--- src/pcc_pkg.sv ---
// Package with shared types and constants for the clamped PID controller.
`default_nettype none

package pcc_pkg;

  // Configuration register indexes.
  typedef enum logic [2:0] {
    CFG_GAIN_P           = 3'd0,
    CFG_GAIN_I           = 3'd1,
    CFG_GAIN_D           = 3'd2,
    CFG_OUT_LIMIT        = 3'd3,
    CFG_INTEGRATE_ENABLE = 3'd4,
    CFG_NEGATE_OUTPUT    = 3'd5,
    CFG_FLOOR_AT_ZERO    = 3'd6
  } cfg_reg_t;

  localparam int CfgIndexWidth = 3;
  localparam int CfgDataWidth  = 16;

  // Reset value of the output magnitude limit.
  localparam logic [14:0] OutLimitReset = 15'd5000;

  // One input item.
  typedef struct packed {
    logic signed [15:0] measured;
    logic signed [15:0] setpoint;
  } sample_t;

  // One result item.
  typedef struct packed {
    logic signed [15:0] drive;
    logic               clamped;
  } result_t;

endpackage

`default_nettype wire

--- src/pid_controller_clamped_unit.sv ---
// Clamped discrete PID controller: error tracking, gain products and output clamp.
// An accepted item passes through the stage 1, stage 2 and result registers to the output.
// Throughput: one item per cycle; the three-stage pipeline moves as one and
// holds while a finished result is not taken.
// The error state is updated in the first stage, so each item sees the last one's error.
// Reset clears the pipeline, error state and sum; gains reset to 0, limit to 5000,
// integration on, negation and floor mode off. Configuration is always ready.
`default_nettype none

module pid_controller_clamped_unit
  import pcc_pkg::*;
(
  input  wire logic                     clk,
  input  wire logic                     rst,
  input  wire logic                     sample_valid,
  output      logic                     sample_ready,
  input  wire sample_t                  sample,
  output      logic                     result_valid,
  input  wire logic                     result_ready,
  output      result_t                  result,
  input  wire logic                     cfg_valid,
  output      logic                     cfg_ready,
  input  wire logic [CfgIndexWidth-1:0] cfg_index,
  input  wire logic [CfgDataWidth-1:0]  cfg_data
);

  // Configuration registers.
  logic signed [15:0] gain_p;
  logic signed [15:0] gain_i;
  logic signed [15:0] gain_d;
  logic        [14:0] out_limit;
  logic               integrate_enable;
  logic               negate_output;
  logic               floor_at_zero;

  // Controller state.
  logic signed [16:0] last_error;
  logic signed [31:0] error_sum;

  // Pipeline registers.
  logic               v1;
  logic               v2;
  logic signed [16:0] s1_err;
  logic signed [17:0] s1_diff;
  logic signed [31:0] s1_sum;
  logic               s1_integ;
  logic signed [32:0] s2_prod_p;
  logic signed [33:0] s2_prod_d;
  logic signed [47:0] s2_prod_i;

  // Combinational values.
  logic               advance;
  logic               accept;
  logic signed [16:0] err_in;
  logic signed [17:0] diff_in;
  logic signed [32:0] sum_wide;
  logic signed [31:0] sum_next;
  logic signed [32:0] prod_p_next;
  logic signed [33:0] prod_d_next;
  logic signed [47:0] prod_i_next;
  logic signed [49:0] acc;
  logic signed [41:0] acc_shift;
  logic signed [41:0] hi;
  logic signed [41:0] lo;
  logic signed [15:0] clamp_val;
  logic               hit;
  result_t            result_next;

  // The whole pipeline moves unless a finished result waits.
  assign advance      = !result_valid || result_ready;
  assign sample_ready = !rst && advance;
  assign accept       = sample_valid && sample_ready;
  assign cfg_ready    = 1'b1;

  // Configuration writes; unknown indexes are ignored.
  always_ff @(posedge clk) begin
    if (rst) begin
      gain_p           <= '0;
      gain_i           <= '0;
      gain_d           <= '0;
      out_limit        <= OutLimitReset;
      integrate_enable <= 1'b1;
      negate_output    <= 1'b0;
      floor_at_zero    <= 1'b0;
    end else if (cfg_valid && cfg_ready) begin
      case (cfg_reg_t'(cfg_index))
        CFG_GAIN_P:           gain_p           <= $signed(cfg_data);
        CFG_GAIN_I:           gain_i           <= $signed(cfg_data);
        CFG_GAIN_D:           gain_d           <= $signed(cfg_data);
        CFG_OUT_LIMIT:        out_limit        <= cfg_data[14:0];
        CFG_INTEGRATE_ENABLE: integrate_enable <= cfg_data[0];
        CFG_NEGATE_OUTPUT:    negate_output    <= cfg_data[0];
        CFG_FLOOR_AT_ZERO:    floor_at_zero    <= cfg_data[0];
        default: ;
      endcase
    end
  end

  // Stage 1 logic: error, difference and saturating error sum.
  always_comb begin
    err_in   = 17'(sample.setpoint) - 17'(sample.measured);
    diff_in  = 18'(err_in) - 18'(last_error);
    sum_wide = 33'(error_sum) + 33'(err_in);
    if (sum_wide[32] != sum_wide[31]) begin
      sum_next = sum_wide[32] ? {1'b1, 31'd0} : {1'b0, {31{1'b1}}};
    end else begin
      sum_next = sum_wide[31:0];
    end
  end

  // Controller state updates once per accepted item.
  always_ff @(posedge clk) begin
    if (rst) begin
      last_error <= '0;
      error_sum  <= '0;
    end else if (accept) begin
      last_error <= err_in;
      if (integrate_enable) begin
        error_sum <= sum_next;
      end
    end
  end

  // Pipeline valid bits.
  always_ff @(posedge clk) begin
    if (rst) begin
      v1           <= 1'b0;
      v2           <= 1'b0;
      result_valid <= 1'b0;
    end else if (advance) begin
      v1           <= accept;
      v2           <= v1;
      result_valid <= v2;
    end
  end

  // Stage 1 registers.
  always_ff @(posedge clk) begin
    if (advance) begin
      s1_err   <= err_in;
      s1_diff  <= diff_in;
      s1_sum   <= integrate_enable ? sum_next : error_sum;
      s1_integ <= integrate_enable;
    end
  end

  // Stage 2: the three gain products.
  always_comb begin
    prod_p_next = s1_err * gain_p;
    prod_d_next = s1_diff * gain_d;
    prod_i_next = s1_integ ? (s1_sum * gain_i) : 48'sd0;
  end

  always_ff @(posedge clk) begin
    if (advance) begin
      s2_prod_p <= prod_p_next;
      s2_prod_d <= prod_d_next;
      s2_prod_i <= prod_i_next;
    end
  end

  // Stage 3: sum, floor shift by 8, clamp and optional negation.
  always_comb begin
    acc       = 50'(s2_prod_p) + 50'(s2_prod_d) + 50'(s2_prod_i);
    acc_shift = acc[49:8];
    hi        = $signed({27'd0, out_limit});
    lo        = floor_at_zero ? '0 : -hi;
    hit       = 1'b0;
    if (acc_shift > hi) begin
      clamp_val = hi[15:0];
      hit       = 1'b1;
    end else if (acc_shift < lo) begin
      clamp_val = lo[15:0];
      hit       = 1'b1;
    end else begin
      clamp_val = acc_shift[15:0];
    end
    result_next.drive   = negate_output ? -clamp_val : clamp_val;
    result_next.clamped = hit;
  end

  always_ff @(posedge clk) begin
    if (advance) begin
      result <= result_next;
    end
  end

  // The kept error is the error of the item just taken.
  a_last_error: assert property (@(posedge clk) disable iff (rst)
    accept |=> last_error == $past(err_in))
    else $error("last_error does not match the previous item's error");

  // With integration off, the error sum holds.
  a_sum_hold: assert property (@(posedge clk) disable iff (rst)
    (accept && !integrate_enable) |=> $stable(error_sum))
    else $error("error sum changed with integration disabled");

  // A non-negative error never lowers the sum, also at saturation.
  a_sum_monotonic: assert property (@(posedge clk) disable iff (rst)
    (accept && integrate_enable && !err_in[16]) |=> error_sum >= $past(error_sum))
    else $error("error sum decreased on a non-negative error");

endmodule

`default_nettype wire
--- config.mk ---
export PLATFORM = sky130hd
export DESIGN_NAME = pid_controller_clamped_unit
export DESIGN_NICKNAME = d
export VERILOG_FILES = /design/src/pcc_pkg.sv /design/src/pid_controller_clamped_unit.sv
export SDC_FILE = /design/constraint.sdc
export NUM_CORES = 2
export LEC_CHECK = 0
export BUFFER_PORTS_ARGS = -buffer_cell sky130_fd_sc_hd__buf_2
export CAP_MARGIN = 20
export CORE_UTILIZATION = 30
export CTS_CLUSTER_SIZE = 28
export DETAILED_ROUTE_END_ITERATION = 8
export SYNTH_ARGS = -nofsm -noshare
export SYNTH_HDL_FRONTEND = slang
export SYNTH_SLANG_ARGS = --single-unit
--- constraint.sdc ---
create_clock -name clk -period 7.7 [get_ports clk]
set_input_delay 1.54 -clock clk [delete_from_list [all_inputs] [get_ports clk]]
set_output_delay 1.54 -clock clk [all_outputs]
set_load 0.01 [all_outputs]
[Yosys cells after proc, flatten, opt, wreduce, memory -nomap -nowiden]
Index checks and enable logic that the tools add are counted.
Word-level totals
  register bits: 318
  input bits: 56
  output and inout port bits: 20
  logic and storage cells: 61
Cells by class
  $add $sub $neg: 7
  $mul: 3
  magnitude comparators: 2
  equality and inequality tests: 7
  multiplexer cells: 8
  reduce and logical (&&, ||, !) cells: 13
Operators by type and width (number)
  two-way mux 32 bit: 3
  adder 35 x 48 -> 49 bit: 1
  multiplier 32 x 16 -> 48 bit: 1
  two-way mux 16 bit: 3
  less-than comparator 41 x 42 -> 1 bit: 1
  two-way mux 42 bit: 1
  negation 15 -> 42 bit: 1
  greater-than comparator 41 x 16 -> 1 bit: 1
  adder 33 x 34 -> 35 bit: 1
  multiplier 18 x 16 -> 34 bit: 1
  adder 32 x 17 -> 33 bit: 1
  multiplier 17 x 16 -> 33 bit: 1
  subtractor 17 x 17 -> 18 bit: 1
  subtractor 16 x 16 -> 17 bit: 1
  negation 16 bit: 1
  AND reduction 2 bit: 7
  == test 3 bit, second input constant: 3
  == test 3 x 2 -> 1 bit, second input constant: 2
  == test 3 x 1 -> 1 bit, second input constant: 1
  zero test 3 bit: 1
  logical AND 1 bit: 2
  zero test 1 bit: 2
  logical OR 1 bit: 1
  two-way mux 1 bit: 1
  inequality test 1 bit: 1

[Longest topological paths before layout]
  depth in word-level cells: 7
  gate-level depth with buffers: 34

[Worst setup path after synthesis]
No wires, ideal clock.
  path kind: input to register
  start point: input sample[0] (netlist bit)
  end point: register s1_sum[13], data pin
  setup time: 0.268 ns
  arrival: 7.244 ns
  path slack: 0.188 ns
  cell stages on the path: 34
  buffers on the path: 2
  cell sequence: inv_1 > ha_1 > inv_1 > fa_1 > a21o_1 > a21oi_1 > o21ai_0 > a21oi_1 > o21ai_0 > a21oi_1 > o21ai_0 > a21oi_1 > o21ai_0 > a21oi_1 > o21ai_0 > a21oi_1 > nor2b_1 > nor3_1 > mux2_2 > ha_1 > a21o_1 > a21o_1 > a21oi_1 > o21ai_0 > a21oi_1 > nor2b_1 > o21bai_1 > o311a_1 > o311a_1 > or2_1 > buf_2 > nand2_2 > buf_2 > o22ai_1
On the way
  cells in the longest elaborated chain, start to end: 5
Ends and longest elaborated chain
  start, declared: line pid_controller_clamped_unit.sv:17  | input wire sample_t sample,
  subtractor 16 x 16 -> 17 bit (*): line pid_controller_clamped_unit.sv:101  | err_in = 17'(sample.setpoint) - 17'(sample.measured);
  named net err_in[16]: line pid_controller_clamped_unit.sv:54  | logic signed [16:0] err_in;
  adder 32 x 17 -> 33 bit (*): line pid_controller_clamped_unit.sv:103  | sum_wide = 33'(error_sum) + 33'(err_in);
  two-way mux 32 bit / inequality test 1 bit (equally long branches): line pid_controller_clamped_unit.sv:105, pid_controller_clamped_unit.sv:104
  two-way mux 32 bit (*): line pid_controller_clamped_unit.sv:104  | if (sum_wide[32] != sum_wide[31]) begin
  two-way mux 32 bit (*)
  end signal, assigned: line pid_controller_clamped_unit.sv:142  | s1_sum <= integrate_enable ? sum_next : error_sum;
  end, declared: line pid_controller_clamped_unit.sv:45  | logic signed [31:0] s1_sum;
Mark *: on every way through the listed nets, which the timed path passes. The rest lies on a longest branch.
A chain may end at the register's enable or synchronous reset.

[Worst setup path after layout]
  start point: register s1_sum[9]
  end point: register s2_prod_i[44], data pin
On the way
  cells in the longest elaborated chain, start to end: 1
Ends and longest elaborated chain
  multiplier 32 x 16 -> 48 bit: line pid_controller_clamped_unit.sv:151  | prod_i_next = s1_integ ? (s1_sum * gain_i) : 48'sd0;
  end signal, assigned: line pid_controller_clamped_unit.sv:158  | s2_prod_i <= prod_i_next;
  end, declared: line pid_controller_clamped_unit.sv:49  | logic signed [47:0] s2_prod_i;
No other way between the ends.

==> results.sh <==
export IMPL_outcome="finished clean"
export IMPL_ys_types=97
export IMPL_route_vias_total=42708
export IMPL_drv_cap=0
export IMPL_drtPass1Iterations=6
export IMPL_hold_violations=0
export IMPL_powerDensity_mw_per_mm2=219.0
export IMPL_synth_top_area_share_pct=38.34
export IMPL_cts_buffers=41
export IMPL_synth_seq_cells=318
export IMPL_drtAntennaViolNets=0
export IMPL_dp_hpwl_um=133300
export IMPL_period_share_pct=96.26
export IMPL_grtUsageTotal_pct=17.03
export IMPL_power_share_combinational_pct=63.4
export IMPL_final_design_area_no_fill_sq_mm=0.06414
export IMPL_tightestPinTransition_ns=1.223
export IMPL_rows=160
export IMPL_drive_above_1_share_pct=8.130
export IMPL_synth_edf_count=200
export IMPL_fin_crit_ns=7.412
export IMPL_area_delta_synth_final_pct=11.48
export IMPL_hp_class="reg -> reg"
export IMPL_drt_first_iter_violations=2884
export IMPL_dpl_cell_area_sq_mm=0.06244
export IMPL_htreeDepth=2
export IMPL_whs_ns=0.4857
export IMPL_nets=8011
export IMPL_synth_most_common_cell="inv_1"
export IMPL_clock_skew_ns=0.03095
export IMPL_utilization_pct=33.69
export IMPL_worstSetupEndpointType="flip-flop"
export IMPL_async_flop_share_pct=0
export IMPL_die_area_sq_mm=0.1935
export IMPL_insertion_delay_ns=0.63
export IMPL_clock_power_share_pct=14.8
export IMPL_cts_sinks=318
export IMPL_die_height_um=439.9
export IMPL_drv_slew=0
export IMPL_peakVddDrop_mv=0.1948
export IMPL_start_util_pct=30.22
export IMPL_p_total_w=0.01405
export IMPL_port_buffers=74
export IMPL_place_gp_congestion=0.9254
export IMPL_worstPathRequired_ns=8.15
export IMPL_p_sw_share_pct=48.99
export IMPL_crit_fanout=10
export IMPL_synth_cells=6224
export IMPL_seqPwrFrac_pct=21.7
export IMPL_power_leakage_nw=28.11
export IMPL_grt_max_degree=133
export IMPL_num_io_pins=76
export IMPL_setup_viol_count_final=0
export IMPL_grt_pass1_wl_um=258300
export IMPL_synthTopCellsByArea="fa_1 (38%), edfxtp_1 (10%), ha_1 (9.8%)"
export IMPL_core_area_sq_mm=0.1904
export IMPL_p_int_w=0.007165
export IMPL_overflow=0
export IMPL_antenna_found_initial=4
export IMPL_worstPathArrival_ns=7.86
export IMPL_slew_headroom_pct=18.48
export IMPL_fin_tns_setup_ns=0
export IMPL_yosys_warnings=0
export IMPL_fmax_mhz=134.9
export IMPL_cp_start_kind="flip-flop"
export IMPL_switchingPower_w=0.006882
export IMPL_worstSetupPathType="reg -> reg"
export IMPL_clk_pin_slew_worst_paths_ns=0.06
export IMPL_cts_tree="yes"
export IMPL_synth_top_area_cell="fa_1"
export IMPL_first_global_vias=45494
export IMPL_synth_fp_nets=7834
export IMPL_synth_common_cells="inv_1 (1287), fa_1 (1102), nand2_1 (891)"
export IMPL_clk_path_buf_depth=3
export IMPL_dieWidth_um=439.9
export IMPL_seq_area_frac_synth_pct=14.54
export IMPL_post_drt_wl_per_cell_um=17.96
export IMPL_rsz0062_at_grt="yes"
export IMPL_ys_flop_type="edfxtp_1"
export IMPL_syn_area_per_cell_sq_um=9.244
export IMPL_wl_um=160600
export IMPL_root_buffer="clkbuf_16"
export IMPL_drc=0
export IMPL_via_per_inst=4.774
export IMPL_synth_area_sq_mm=0.05753
==> power by group through the flow <==
stage               registers (W)  clock network [W]  logic, W
floorplan                 0.00276                  0   0.00568
global placement          0.00310                  0   0.00854
detailed placement        0.00311                  0   0.00865
CTS                       0.00307            0.00212   0.00874
global route              0.00309            0.00218   0.00985
finish                    0.00305            0.00208   0.00891
==> layout make-up <==
type,count,area (sq um)
Inverter,1288,4842
Clock buffer,54,1126
Timing Repair Buffer,366,2779
Antenna cell,2,5.005
Fill cell,19370,126200
Multi-Input combinational cell,4386,43580
Tap cell,2511,3142
Clock inverter,21,285.3
Sequential cell,318,8378
==> cells in the final DEF (no fill, tap or decap), types with 9 or more instances in the layout <==
cell type / instances
mux2_2: 14
o21bai_1: 32
buf_4: 270
nand3_1: 51
or2_2: 15
and2_1: 403
nand2_1: 891
a31oi_1: 21
a21o_1: 76
xor2_1: 54
clkbuf_16: 42
o21ai_0: 122
buf_2: 74
dfxtp_1: 110
xnor2_1: 158
o31ai_1: 24
a21oi_1: 255
o22ai_1: 25
a21boi_0: 16
mux2i_1: 20
ha_1: 452
nor2b_1: 29
nand2b_1: 88
edfxtp_1: 200
inv_1: 1286
a211o_1: 11
o211ai_1: 13
o21a_1: 23
nor2_1: 214
fa_1: 1102
nand4_1: 23
a211oi_1: 16
buf_12: 15
clkbuf_1: 9
or3_1: 18
and3_1: 20
nor3_1: 40
o21ai_1: 16
==> stage by stage <==
stage	setup slack, ns	std cells
CTS	0.008948	8931
finish	0.2876	8946
global placement	-0.07520	8854
detailed placement	-0.1862	8854
floorplan	0.1879	6224
global route	-0.01239	8944
==> cell families (layout without fill, tap and decap cells) <==
kind of cell / count (synthesis) / after routing / synth area share [%]
compound gates: 740 / 740 / 8.244
xor+xnor: 214 / 214 / 3.258
fa+ha+maj: 1558 / 1558 / 48.24
buf+inv: 1520 / 1729 / 9.958
flops: 318 / 318 / 14.54
mux: 36 / 36 / 0.6611
other cells: 1 / 3 / 0.006518
simple gates: 1837 / 1837 / 15.08
==> sequential cells by signal (all words and copies together) (netlist names) <==
signal and cells:
error_sum 32, floor_at_zero 1, gain_d 16, gain_i 16
gain_p 16, integrate_enable 1, last_error 17, negate_output 1
out_limit 15, result 17, result_valid 1, s1_diff 18
s1_err 17, s1_integ 1, s1_sum 32, s2_prod_d 34
s2_prod_i 48, s2_prod_p 33, v1 1, v2 1
==> what timing repair did <==
item / in CTS / in global routing
pin swaps: 0 / 2
buffers inserted: 2 / 11
resized for setup: 4 / 41
hold buffers: 0 / 0
cloned: 0 / 0
endpoints found under the setup margin: 2 / 80
==> metal layers <==
layer | GRT usage, % | up-vias | part of all wire [%]
met5 | 0 | - | 0.0081
met4 | 5.309 | 2 | 3.5
met3 | 2.307 | 227 | 6.2
met2 | 27.64 | 1223 | 45
met1 | 23.41 | 21696 | 45
li1 | - | 19560 | -
==> final timing paths <==
path                       from             to  slack, ns  depth (start not counted)
hold reg to reg   last_error[9]  last_error[9]       0.49                          2
setup reg to reg      s1_sum[9]  s2_prod_i[44]       0.29                         27
hold / removal    last_error[9]  last_error[9]       0.49                          2
setup / recovery      s1_sum[9]  s2_prod_i[44]       0.29                         27
==> worst max-delay path, cell delays in order (launching register included) <==
cell	delay (ns)
edfxtp_1	0.50
buf_4	0.19
buf_4	0.18
and2_1	0.19
fa_1	0.51
inv_1	0.06
fa_1	0.45
fa_1	0.58
fa_1	0.45
fa_1	0.49
inv_1	0.05
fa_1	0.45
ha_1	0.33
a21o_1	0.19
a221o_1	0.36
a21oi_1	0.19
o31ai_2	0.13
a31oi_2	0.19
a2bb2oi_2	0.19
a21oi_1	0.13
a41oi_2	0.26
a211oi_2	0.11
o31a_1	0.32
o21ai_1	0.18
buf_4	0.14
nand2b_1	0.05
a21oi_1	0.18
mux2i_1	0.21
No activity file was read; power rests on OpenSTA's default activity.
